$ cat src/design/vdi_pkg.sv
// vdi_pkg: shared constants and types for the vertex dedup indexer.
// No dependencies; imported by vdi_scan_ctrl and vertex_dedup_indexer_core.
package vdi_pkg;

    localparam int TABLE_DEPTH = 1024;
    localparam int IDX_W       = (TABLE_DEPTH > 1) ? $clog2(TABLE_DEPTH) : 1;
    localparam int CNT_W       = $clog2(TABLE_DEPTH + 1);
    localparam int ATTR_W      = 32;
    localparam int KEY_W       = 8 * ATTR_W;
    localparam int OUT_IDX_W   = 10;

    typedef logic [ATTR_W-1:0]    attr_t;
    typedef logic [KEY_W-1:0]     key_t;
    typedef logic [IDX_W-1:0]     idx_t;
    typedef logic [CNT_W-1:0]     cnt_t;
    typedef logic [OUT_IDX_W-1:0] out_idx_t;

    // key store access from the sequencer
    typedef struct packed {
        logic wr_en;
        idx_t wr_addr;
        idx_t rd_addr;
    } ram_req_t;

    // one finished result
    typedef struct packed {
        logic     valid;
        out_idx_t index;
        logic     is_new;
        logic     full;
    } res_t;

endpackage

$ cat src/design/vdi_scan_ctrl.sv
// vdi_scan_ctrl: lookup sequencer; walks the key store one entry a cycle
// through a single 256-bit equality compare. Depends on vdi_pkg.
module vdi_scan_ctrl (
    input  logic              clk,
    input  logic              rst_n,
    input  logic              start,
    input  logic              start_of_mesh,
    input  vdi_pkg::key_t     key_in,
    input  vdi_pkg::key_t     ram_rdata,
    output vdi_pkg::ram_req_t ram_req,
    output vdi_pkg::key_t     ram_wdata,
    output logic              busy,
    output vdi_pkg::res_t     res
);
    import vdi_pkg::*;

    localparam logic [1:0] ST_IDLE = 2'd0;
    localparam logic [1:0] ST_SCAN = 2'd1;

    logic [1:0] state_reg, state_next;
    key_t       key_reg, key_next;
    cnt_t       count_reg, count_next;
    cnt_t       scan_reg, scan_next;
    idx_t       cmp_reg, cmp_next;
    logic       pend_reg, pend_next;
    res_t       res_reg, res_next;
    logic       hit;

    // shared compare: registered RAM word against the held key
    assign hit = pend_reg && (ram_rdata == key_reg);

    always_comb
    begin
        state_next      = state_reg;
        key_next        = key_reg;
        count_next      = count_reg;
        scan_next       = scan_reg;
        cmp_next        = cmp_reg;
        pend_next       = 1'b0;
        res_next        = '0;
        ram_req.wr_en   = 1'b0;
        ram_req.wr_addr = count_reg[IDX_W-1:0];
        ram_req.rd_addr = scan_reg[IDX_W-1:0];
        unique case (state_reg)
            ST_IDLE:
            begin
                if (start)
                begin
                    key_next   = key_in;
                    count_next = start_of_mesh ? '0 : count_reg;
                    scan_next  = '0;
                    state_next = ST_SCAN;
                end
            end
            ST_SCAN:
            begin
                if (hit)
                begin
                    res_next.valid = 1'b1;
                    res_next.index = OUT_IDX_W'(cmp_reg);
                    state_next     = ST_IDLE;
                end
                else if (scan_reg == count_reg)
                begin
                    // every stored entry compared, no match
                    res_next.valid = 1'b1;
                    if (count_reg == CNT_W'(TABLE_DEPTH))
                    begin
                        res_next.full = 1'b1;
                    end
                    else
                    begin
                        ram_req.wr_en   = 1'b1;
                        res_next.index  = OUT_IDX_W'(count_reg[IDX_W-1:0]);
                        res_next.is_new = 1'b1;
                        count_next      = count_reg + 1'b1;
                    end
                    state_next = ST_IDLE;
                end
                else
                begin
                    pend_next = 1'b1;
                    cmp_next  = scan_reg[IDX_W-1:0];
                    scan_next = scan_reg + 1'b1;
                end
            end
            default:
            begin
                state_next = ST_IDLE;
            end
        endcase
    end

    always_ff @(posedge clk or negedge rst_n)
    begin
        if (!rst_n)
        begin
            state_reg <= ST_IDLE;
            count_reg <= '0;
            pend_reg  <= 1'b0;
            res_reg   <= '0;
        end
        else
        begin
            state_reg <= state_next;
            count_reg <= count_next;
            pend_reg  <= pend_next;
            res_reg   <= res_next;
        end
    end

    always_ff @(posedge clk)
    begin
        key_reg  <= key_next;
        scan_reg <= scan_next;
        cmp_reg  <= cmp_next;
    end

    assign ram_wdata = key_reg;
    assign busy      = (state_reg != ST_IDLE);
    assign res       = res_reg;

    a_new_full_excl: assert property (@(posedge clk) disable iff (!rst_n)
        res_reg.valid |-> !(res_reg.is_new && res_reg.full))
        else $error("new and full flagged together");

    a_full_count: assert property (@(posedge clk) disable iff (!rst_n)
        res_reg.valid && res_reg.full |-> count_reg == CNT_W'(TABLE_DEPTH))
        else $error("full reported with free entries");

    a_res_after_busy: assert property (@(posedge clk) disable iff (!rst_n)
        res_reg.valid |-> $past(busy) && !busy)
        else $error("result without a lookup in flight");

    a_count_bound: assert property (@(posedge clk) disable iff (!rst_n)
        count_reg <= CNT_W'(TABLE_DEPTH))
        else $error("entry count past table depth");

endmodule

$ cat config.mk
export PLATFORM = sky130hd
export DESIGN_NAME = vdi_scan_ctrl
export DESIGN_NICKNAME = d
export VERILOG_FILES = /design/src/design/vdi_pkg.sv /design/src/design/vdi_scan_ctrl.sv
export SDC_FILE = /design/constraint.sdc
export NUM_CORES = 1
export LEC_CHECK = 0
export BUFFER_PORTS_ARGS = -buffer_cell sky130_fd_sc_hd__buf_2
export CORE_AREA = 2 2 310 312
export CTS_CLUSTER_DIAMETER = 100
export DETAILED_ROUTE_END_ITERATION = 12
export DIE_AREA = 0 0 312 314
export HOLD_SLACK_MARGIN = 0.15
export SYNTH_ARGS = -nofsm -noshare
export SYNTH_HDL_FRONTEND = slang
export SYNTH_SLANG_ARGS = --single-unit
$ cat constraint.sdc
create_clock -name clk -period 13.85 [get_ports clk]
set_input_delay 2.77 -clock clk [delete_from_list [all_inputs] [get_ports clk]]
set_output_delay 2.77 -clock clk [all_outputs]
set_load 0.02 [all_outputs]
## Yosys cells after proc, flatten, opt, wreduce, memory -nomap -nowiden

Index checks and enable logic that the tools add are counted.

| cells by class | value |
|---|---|
| $mul | 0 |
| reductions and logical operators | 9 |
| magnitude comparators | 0 |
| eq/ne operators | 11 |
| bitwise operators | 2 |
| shift-type cells | 0 |
| add/sub/neg operators | 2 |
| mux-type cells | 27 |
| div/mod/pow operators | 0 |

Operators with widths:

| operator | number |
|---|---|
| == test 256 bit | 1 |
| two-way mux 11 bit | 10 |
| case mux 11 bit (2 select lines) | 2 |
| two-way mux 13 bit | 2 |
| adder 11 x 1 -> 11 bit, second input constant | 2 |
| != test 2 bit, second input constant | 6 |
| == test 11 bit | 1 |
| == test 11 bit, second input constant | 1 |
| two-way mux 1 bit | 8 |
| two-way mux 2 bit | 4 |
| AND reduction 6 bit | 1 |
| case mux 2 bit (2 select lines) | 1 |
| AND reduction 2 bit | 2 |
| AND reduction 4 bit | 1 |
| nonzero test 2 bit | 2 |
| != test 3 bit, second input constant | 1 |
| AND reduction 3 bit | 1 |
| == test 2 x 1 -> 1 bit, second input constant | 1 |
| zero test 2 bit | 1 |
| NOT 1 bit | 2 |
| logical AND 1 bit | 1 |

| word-level totals | value |
|---|---|
| RAM bits | 0 |
| register bits after elaboration | 304 |
| logic and storage cells | 61 |
| input port bits | 516 |
| bits in read-only memories | 0 |
| latch bits | 0 |
| memories kept | 0 |

## Depth between registers and ports, before layout

Gate-level depths: netlist of the first run.

| depth | value |
|---|---|
| depth after elaboration | 5 |
| gate-level depth with buffers | 10 |

## Least setup slack after synthesis of the first run

Ideal clock, no wire load.

| path | value |
|---|---|
| path kind | input port to flip-flop |
| from | input start |
| to | register scan_reg[0], enable pin |
| slack | -1618 ps |
| buffers on the path | 0 |
| stages on the path | 2 |
| data arrival time | 15086 ps |
| required time | 13469 ps |
| cell sequence | nor2b_1 -> o21bai_1 |

| between the ends | value |
|---|---|
| longest elaborated chain between the ends | 2 |

RTL lines:

| item | RTL line | source |
|---|---|---|
| start, declared | vdi_scan_ctrl.sv:6 | `input logic start,` |
| != test 2 bit (no source line) | n/a |  |
| AND reduction 4 bit (no source line) | n/a |  |
| end signal, assigned | vdi_scan_ctrl.sv:115 | `scan_reg <= scan_next;` |
| end, declared | vdi_scan_ctrl.sv:23 | `cnt_t scan_reg, scan_next;` |

No other way between the ends.
A chain may end at the register's enable or synchronous reset.

==> impl_metrics.csv, run 1 <==
group,metric,value,unit
status,status,"finished clean",
layout,nets,2306,
route,drtAntennaViolNets,0,
worst_setup_path,start_kind,"input pin",
worst_setup_path,critPathRequiredTime,11.08,ns
synth,synth-edff-count,277,
clock_network,cts.sinks,303,
layout,fill_cells,10400,
place,io_buffers,806,
synth,synth_top_family_by_area,"simple AND/OR/NAND/NOR gates",
synth,syn_area_per_cell,14.0,um^2
layout,drive_above_1_share,48.8,%
grt,grt_pass1_wl,100000,um
place,place.gp.congestion,0.912,
route,drt_wl_total,78200,um
grt,grt_overflow,0,
route,wl_per_cell,25.3,um
layout,multi_input_area,0.00403,mm^2
route,drc,0,
power_and_ir_drop,p_leak,0.00852,uW
floorplan,design.die.area,0.0980,mm^2
clock_network,cts_resized,0,
timing,skew,0.0264,ns
synth,synthArstFlopShare,8.58,%
timing,tightest_slew,1.22,ns
clock_network,clock_path_buffers,3,
synth,synth_top_area_cell,"edfxtp_1",
layout,final_cell_mix,"buf_2 (807), edfxtp_1 (277), inv_1 (97), xnor2_1 (87), xor2_1 (68)",
place,dp_hpwl,67700,um
clock_network,cts-root-buf,"clkbuf_16",
floorplan,ios,807,
route,vias_per_cell,3.77,
clock_network,cts.reportedPaths.clkPinSlew,0.05,ns
clock_network,worstSkewPairLatency,0.58,ns
power_and_ir_drop,p_per_area,129,mW/mm^2
synth,yosys.area.top_type_share,61.3,%
grt,antenna_found_initial,31,
timing,slew_headroom,17.2,%
place,dpl_cell_area,0.0191,mm^2
timing,setup_viol,0,
synth,netlist_area,0.0136,mm^2
timing,fin_crit,9.32,ns
route,first_pass_iters,5,
power_and_ir_drop,ir_drop,0.0985,mV
floorplan,die_h,314,um
synth,synth_xor_area_share,10.0,%
flow_run,drv_cap,0,
route,vias,11600,
timing,setup_tns,0,ns
floorplan,start_util,14.4,%
grt,groute.usage.overall,15.3,%
clock_network,cts_setup_buffers,0,
timing,rsz0062_at_grt,"false",
grt,grt_max_degree,131,
layout,layout.cells.non_filler,3088,
timing,finalCritPeriodShare,67.3,%
clock_network,htree_levels,2,
synth,ys_ff_latch,303,
layout,fin_area,0.0203,mm^2
worst_setup_path,crit_arrival,6.55,ns
synth,synth-seq-area-share,66.1,%
clock_network,cts_tree,"built",
synth,synth_compound_area_share,7.62,%
layout,final_common_cell,"buf_2",
floorplan,die_w,312,um
route,drtIter0Drc,812,
floorplan,core-area,0.0944,mm^2
layout,seqCellArea,0.00897,mm^2
clock_network,cts-buffers-inserted,40,
floorplan,std_cell_rows,113,
synth,yosys.area_share.adder,0.277,%
synth,synth.area.mux_share,0.157,%
timing,slew_violations,0,
place,dp_cells,3010,
clock_network,ctsHoldBuffers,0,
synth,syn-instance-count,967,
worst_hold_path,hold_path.class,"reg -> reg",
timing,max_freq,0.107,GHz
timing,final-hold-violation-count,0,
worst_setup_path,crit_path_end_kind,"primary output",
synth,synth-simple-area-share,11.4,%
worst_setup_path,crit_type,"in -> out",
layout,area_delta_synth_final,50.0,%
synth,yosys-top-cells-area,"edfxtp_1 (61%), xnor2_1 (5.6%), dfrtp_1 (4.8%)",
synth,ys_warn_count,0,
worst_setup_path,critPathMaxFanout,20,
power_and_ir_drop,power,2620,uW
layout,largest_register_ffs,256,
synth,synth-main-ff-cell,"edfxtp_1",
grt,grt_pass1_vias,11700,
synth,syn_nets,1486,
synth,ys_types,51,
[per-layer routing]
metal	up-vias	track usage, %	share of wire (%)
met4	6	5.41	3.2
met5	-	0	0.055
met2	681	24.2	45
met1	5627	19.7	43
met3	96	4.72	8.9
li1	5234	-	-
[logic make-up after synthesis]
logic type / after synthesis
fa+ha+maj: 3
simple gates: 246
buf+inv: 135
compound gates: 123
flops: 303
xor+xnor: 155
mux: 2
[worst max-delay path: stages]
cell and delay (ns):
buf_2 0.08, nand2b_1 0.32, o2111ai_1 0.17, a2111oi_0 0.74, nand4_1 0.51, nor4_4 0.79
nand3_2 0.54, nand3_1 0.34, inv_1 0.09, buf_2 0.17
[synthesized netlist by cell type (2+ instances only)]
cell / instances
o21bai_1: 2
dfrtp_1: 26
nand2b_1: 41
buf_2: 2
nand2_1: 7
and3_1: 7
nor2b_1: 58
a2111oi_2: 2
or2_2: 2
xnor2_1: 87
nor3b_1: 8
a2111o_1: 13
and2_1: 11
edfxtp_1: 277
nand3_1: 14
nor4_2: 2
buf_4: 21
a2111oi_0: 7
o2111ai_1: 13
o221ai_1: 3
clkbuf_1: 14
nor3_1: 4
a22o_1: 23
xor2_1: 68
inv_1: 97
a221o_1: 6
a31oi_1: 10
ha_1: 3
nor4_1: 35
o2bb2ai_1: 7
nor2_1: 9
and4_1: 10
nand4_1: 31
o22ai_1: 30
[layout make-up]
class	count	area share, %
Clock inverter	23	0.971
Multi-Input combinational cell	529	19.8
Inverter	97	1.79
Antenna cell	7	0.0861
Tap cell	1265	7.78
Clock buffer	48	5.27
Timing Repair Buffer	816	20.2
Sequential cell	303	44.1
[metrics by stage]
step	util, %	worst slack [ns]	hold slack, ns
5_1_grt	21.5	4.21	0.639
6_report	21.5	4.53	0.626
2_1_floorplan	-	3.34	0.513
3_5_place_dp	20.2	4.26	0.611
4_1_cts	21.5	4.24	0.626
3_3_place_gp	20.2	3.91	0.611
[power by group]
part	internal, uW	leakage, uW	switching, uW
clock network	607	0.000626	421
logic	165	0.00501	253
registers	1100	0.00288	80.0
total	1870	0.00852	754
[final timing paths]
path | startpoint | end | slack [ns] | cells past startpoint
max in group asynchronous | rst_n | count_reg[9] | 11.21 | 1
worst max register to register | ram_wdata[89] | scan_reg[4] | 9.28 | 8
worst min register to register | scan_reg[1] | cmp_reg[1] | 0.63 | 0
worst min-delay path | scan_reg[1] | cmp_reg[1] | 0.63 | 0
worst max-delay path | ram_rdata[238] | ram_req[20] | 4.53 | 10
min in group asynchronous | rst_n | res[10] | 2.21 | 1
Power figures use the tool's default switching activity.
==> run 2: changes to the inputs <==
==> constraint.sdc (replaced) <==
create_clock -name clk -period 8.3 [get_ports clk]
set_input_delay 1.66 -clock clk [delete_from_list [all_inputs] [get_ports clk]]
set_output_delay 1.66 -clock clk [all_outputs]
set_load 0.02 [all_outputs]
==> run 2 against run 1 <==
Net effect: sequential power rose by 66%; register-to-register slack got worse by 5.4 ns; cell area rose by 0.29%; combinational power rose by 67%; setup slack got worse by 3.1 ns; cell count rose by 0.13%; core utilization rose by 0.062 points; via count rose by 0.17%; first-iteration DRC count rose by 3.1%; clock power rose by 72%; clock skew fell by 0.0072 ns; sequential share of layout area fell by 0.13 points.
==> impl_metrics.csv, run 2 (synthesis gave the netlist of run 1 again) <==
group,metric,value,unit
layout,nets,2309,
floorplan,ios,807,
clock_network,cts_tree,"built",
timing,max_freq,0.146,GHz
worst_setup_path,cpPeakStageDelay,1.00,ns
route,vias_per_cell,3.77,
timing,setup_tns,0,ns
layout,area_delta_synth_final,50.4,%
worst_setup_path,crit_arrival,5.20,ns
clock_network,clock_path_buffers,3,
worst_setup_path,crit_path_end_kind,"primary output",
layout,layout.cells.non_filler,3092,
worst_setup_path,critPathRequiredTime,6.64,ns
place,dp_cells,3013,
floorplan,die_w,312,um
layout,final_cell_mix,"buf_2 (806), edfxtp_1 (277), inv_1 (97), xnor2_1 (87), xor2_1 (68)",
worst_setup_path,cp_top_family,"simple AND/OR/NAND/NOR gates",
worst_setup_path,crit_type,"in -> out",
floorplan,design.die.area,0.0980,mm^2
route,wl_per_cell,25.2,um
status,status,"finished clean",
worst_setup_path,path_cells,"buf_2 -> nor2b_1 -> a2111o_1 -> a2111oi_0 -> nand4_1 -> nor4_2 -> nand3_2 -> buf_4 -> nand3_1 -> inv_1 -> buf_2",
worst_setup_path,crit_path_frequent_cell,"buf_2",
floorplan,die_h,314,um
place,io_buffers,806,
grt,grt_overflow,0,
worst_setup_path,crit_buf_inv,4,
timing,final-hold-violation-count,0,
worst_hold_path,hold_path.class,"reg -> reg",
flow_run,drv_cap,0,
route,drt_wl_total,77900,um
floorplan,start_util,14.4,%
timing,tightest_slew,1.24,ns
layout,drive_above_1_share,48.7,%
power_and_ir_drop,ir_drop,0.152,mV
timing,slew_headroom,16.3,%
layout,final_common_cell,"buf_2",
grt,grt_pass1_wl,101000,um
clock_network,cts_setup_buffers,0,
worst_setup_path,cp_slowest_cell,"a2111oi_0",
grt,groute.usage.overall,15.2,%
route,first_pass_iters,8,
clock_network,cts.sinks,303,
clock_network,cts.reportedPaths.clkPinSlew,0.05,ns
floorplan,std_cell_rows,113,
power_and_ir_drop,p_per_area,217,mW/mm^2
floorplan,core-area,0.0944,mm^2
worst_setup_path,start_kind,"input pin",
grt,antenna_found_initial,22,
clock_network,htree_levels,2,
layout,final_core_util,21.6,%
timing,setup_viol,0,
clock_network,cts_resized,0,
route,drtIter0Drc,837,
route,drtAntennaViolNets,0,
timing,skew,0.0192,ns
timing,slew_violations,0,
route,vias,11700,
timing,rsz0062_at_grt,"false",
clock_network,cts-buffers-inserted,40,
grt,grt_pass1_vias,12000,
layout,fill_cells,10400,
place,dp_hpwl,67100,um
layout,largest_register_ffs,256,
route,drc,0,
clock_network,cts-root-buf,"clkbuf_16",
timing,fin_crit,6.86,ns
clock_network,ctsHoldBuffers,0,
place,place.gp.congestion,0.890,
worst_setup_path,critPathMaxFanout,20,
clock_network,worstSkewPairLatency,0.59,ns
timing,finalCritPeriodShare,82.6,%
grt,grt_max_degree,130,
power_and_ir_drop,p_leak,0.00854,uW
[run 2: cell types whose count changed in the layout (fill, tap and decap cells not counted), sizes merged]
cell | before | now
buf | 816 | 818
bufinv | 3 | 4
clkbuf | 48 | 52
clkdlybuf4s18 | 0 | 1
clkinv | 16 | 12
clkinvlp | 1 | 2
diode | 7 | 8
inv | 100 | 98
[run 2: per-stage QoR]
| stage | total power [uW] | hold WS (ns) | cell area, um^2 | worst slack (ns) |
|---|---|---|---|---|
| finish | 4430 | 0.635 | 20400 | 1.44 |
| global route | 4600 | 0.661 | 20400 | 1.25 |
| CTS | 4510 | 0.625 | 20400 | 1.43 |
| detailed placement | 2710 | 0.612 | 19100 | 1.45 |
| global placement | 2700 | 0.619 | 19100 | 0.923 |
| floorplan | 2320 | 0.513 | 13600 | 1.81 |
[run 2: report_power, final]
part / total, uW / leakage (uW) / internal (uW) / switching, uW
clock network: 1770 / 0.000624 / 1050 / 720
logic: 696 / 0.00503 / 276 / 421
registers: 1960 / 0.00288 / 1830 / 131
[run 2: worst reg2reg max path: stages (launching register included)]
cell       delay, ns
edfxtp_1        0.50
nor2b_1         0.15
a2111o_1        0.43
a2111oi_0       1.00
nand4_1         0.28
nor4_2          0.79
nand3_2         0.12
buf_4           0.24
nand2_1         0.20
o21bai_1        0.36
[run 2: per-layer routing]
layer	share of wire (%)	global-route usage, %
met1	43	19.9
met2	46	24.5
met3	8.3	3.93
met5	0.056	0
met4	2.4	4.52
[run 2: layout make-up]
class | instances | area, um^2 | area share [%]
timing repair buffer | 819 | 4150 | 20.3
multi-input combinational | 529 | 4030 | 19.7
clock inverter | 19 | 211 | 1.04
clock buffer | 52 | 1090 | 5.33
tap | 1265 | 1580 | 7.76
antenna | 8 | 20.0 | 0.0981
inverter | 97 | 364 | 1.78
sequential | 303 | 8970 | 43.9
[run 2: final timing paths]
path / cells after the start / slack, ns / start / to
worst max-delay path: 11 / 1.44 / ram_rdata[78] / ram_req[20]
worst min-delay path: 0 / 0.63 / scan_reg[7] / cmp_reg[7]
worst max register to register: 9 / 3.86 / ram_wdata[78] / scan_reg[4]
worst min register to register: 0 / 0.63 / scan_reg[7] / cmp_reg[7]
max in group asynchronous: 1 / 6.82 / rst_n / res[3]
min in group asynchronous: 1 / 1.07 / rst_n / res[6]
==> run 3: changes to the inputs <==
==> constraint.sdc (replaced) <==
create_clock -name clk -period 6.3 [get_ports clk]
set_input_delay 1.26 -clock clk [delete_from_list [all_inputs] [get_ports clk]]
set_output_delay 1.26 -clock clk [all_outputs]
set_load 0.02 [all_outputs]
==> run 3 against run 2 <==
Net effect: critical path depth is 1 lower; cell count grew 0.23%; sequential share of layout area decreased by 0.075 points; routed wire length is 0.12% lower; global-route usage up 0.072 points; non-clock buffer count grew 5; sequential cell count stayed put; worst hold slack better by 0.0037 ns; sequential power is 32% higher; total power is 31% higher; first-iteration DRC count decreased by 3.3%; critical path type unchanged.
==> impl_metrics.csv, run 3 (synthesis gave the netlist of run 1 again) <==
group,metric,value,unit
timing,tightest_slew,1.44,ns
timing,slew_violations,0,
timing,skew,0.0271,ns
layout,drive_above_1_share,48.8,%
timing,final-hold-violation-count,0,
route,first_pass_iters,4,
floorplan,design.die.area,0.0980,mm^2
timing,rsz0062_at_grt,"false",
timing,fin_crit,6.02,ns
route,vias,11600,
layout,final_cell_mix,"buf_2 (806), edfxtp_1 (277), inv_1 (97), xnor2_1 (87), xor2_1 (68)",
clock_network,cts-root-buf,"clkbuf_16",
timing,setup_viol,0,
worst_setup_path,crit_type,"in -> out",
worst_setup_path,cp_slowest_cell,"nor4_1",
timing,max_freq,0.166,GHz
worst_setup_path,crit_path_end_kind,"primary output",
place,place.gp.congestion,0.948,
layout,area_delta_synth_final,50.7,%
floorplan,std_cell_rows,113,
route,drtIter0Drc,809,
floorplan,core-area,0.0944,mm^2
timing,finalCritPeriodShare,95.5,%
timing,setup_ws,0.283,ns
floorplan,ios,807,
flow_run,drv_cap,0,
grt,grt_max_degree,144,
grt,grt_pass1_wl,101000,um
place,pre_cts_slack,0.00709,ns
floorplan,die_h,314,um
clock_network,htree_levels,2,
clock_network,cts-buffers-inserted,40,
worst_setup_path,critPathRequiredTime,5.04,ns
timing,slew_headroom,3.42,%
worst_setup_path,cp_top_family,"simple AND/OR/NAND/NOR gates",
route,wl_per_cell,25.1,um
route,drt_wl_total,77800,um
clock_network,ctsHoldBuffers,0,
worst_setup_path,path_cells,"buf_2 -> inv_1 -> a22o_1 -> nor4_1 -> nand4_1 -> nor4_4 -> nand3_2 -> nand3_1 -> inv_1 -> buf_2",
worst_setup_path,cpPeakStageDelay,1.21,ns
place,io_buffers,806,
worst_setup_path,start_kind,"input pin",
clock_network,cts.sinks,303,
status,status,"finished clean",
layout,final_common_cell,"buf_2",
power_and_ir_drop,p_per_area,284,mW/mm^2
route,drtAntennaViolNets,0,
clock_network,clock_path_buffers,3,
timing,timing.hold.ws,0.639,ns
place,dp_hpwl,67300,um
worst_setup_path,crit_arrival,4.76,ns
grt,groute.usage.overall,15.2,%
worst_hold_path,hold_path.class,"reg -> reg",
clock_network,worstSkewPairLatency,0.59,ns
floorplan,die_w,312,um
grt,grt_overflow,0,
layout,nets,2314,
power_and_ir_drop,p_leak,0.00857,uW
floorplan,start_util,14.4,%
layout,largest_register_ffs,256,
clock_network,cts_tree,"built",
route,vias_per_cell,3.73,
clock_network,cts.reportedPaths.clkPinSlew,0.05,ns
worst_setup_path,critPathMaxFanout,7,
power_and_ir_drop,ir_drop,0.197,mV
worst_setup_path,crit_buf_inv,4,
grt,grt_pass1_vias,12000,
grt,antenna_found_initial,19,
route,drc,0,
power_and_ir_drop,power,5800,uW
timing,setup_tns,0,ns
## run 3: what timing repair did
| item | in CTS | in global routing |
|---|---|---|
| setup buffers | 0 | 0 |
| endpoints found under the hold margin | 0 | 0 |
| setup endpoints to repair | 1 | 0 |
| gates resized for setup | 1 | 0 |
## run 3: layer usage
layer | GRT usage [%] | part of all wire [%] | vias to the layer above
met3 | 4.46 | 8.6 | 95
met4 | 5.19 | 3.0 | 12
met1 | 19.7 | 43 | 5571
met2 | 24.3 | 45 | 637
met5 | 0 | 0.093 | -
li1 | - | - | 5252
## run 3: final cells by class
| type | count | area (um^2) |
|---|---|---|
| Fill cell | 10400 | 74000 |
| Sequential cell | 303 | 8970 |
| Timing Repair Buffer | 824 | 4190 |
| Multi-Input combinational cell | 529 | 4020 |
| Tap cell | 1265 | 1580 |
| Clock buffer | 51 | 1070 |
| Inverter | 97 | 364 |
| Clock inverter | 23 | 223 |
| Antenna cell | 7 | 17.5 |
## run 3: metrics by stage
stage	std cells	cell area, um^2	utilization (%)
after floorplan	967	13600	-
after global placement	3018	19100	20.3
after detailed placement	3018	19100	20.3
after CTS	3092	20400	21.6
after global routing	3092	20400	21.6
final	3099	20400	21.6
## run 3: path summary, 6_finish.rpt
kind                                      from      endpoint  slack (ns)  cells past startpoint
worst max-delay path            ram_rdata[123]   ram_req[20]        0.28                     10
worst min-delay path               scan_reg[5]    cmp_reg[5]        0.64                      0
worst max register to register  ram_wdata[119]   scan_reg[6]        1.96                      9
worst min register to register     scan_reg[5]    cmp_reg[5]        0.64                      0
max in group asynchronous                rst_n  count_reg[1]        5.19                      1
min in group asynchronous                rst_n       res[11]        0.70                      1
## run 3: where the power goes
| group | switching [uW] | total, uW | internal (uW) |
|---|---|---|---|
| clock | 929 | 2300 | 1370 |
| combinational | 551 | 918 | 367 |
| sequential | 170 | 2580 | 2410 |
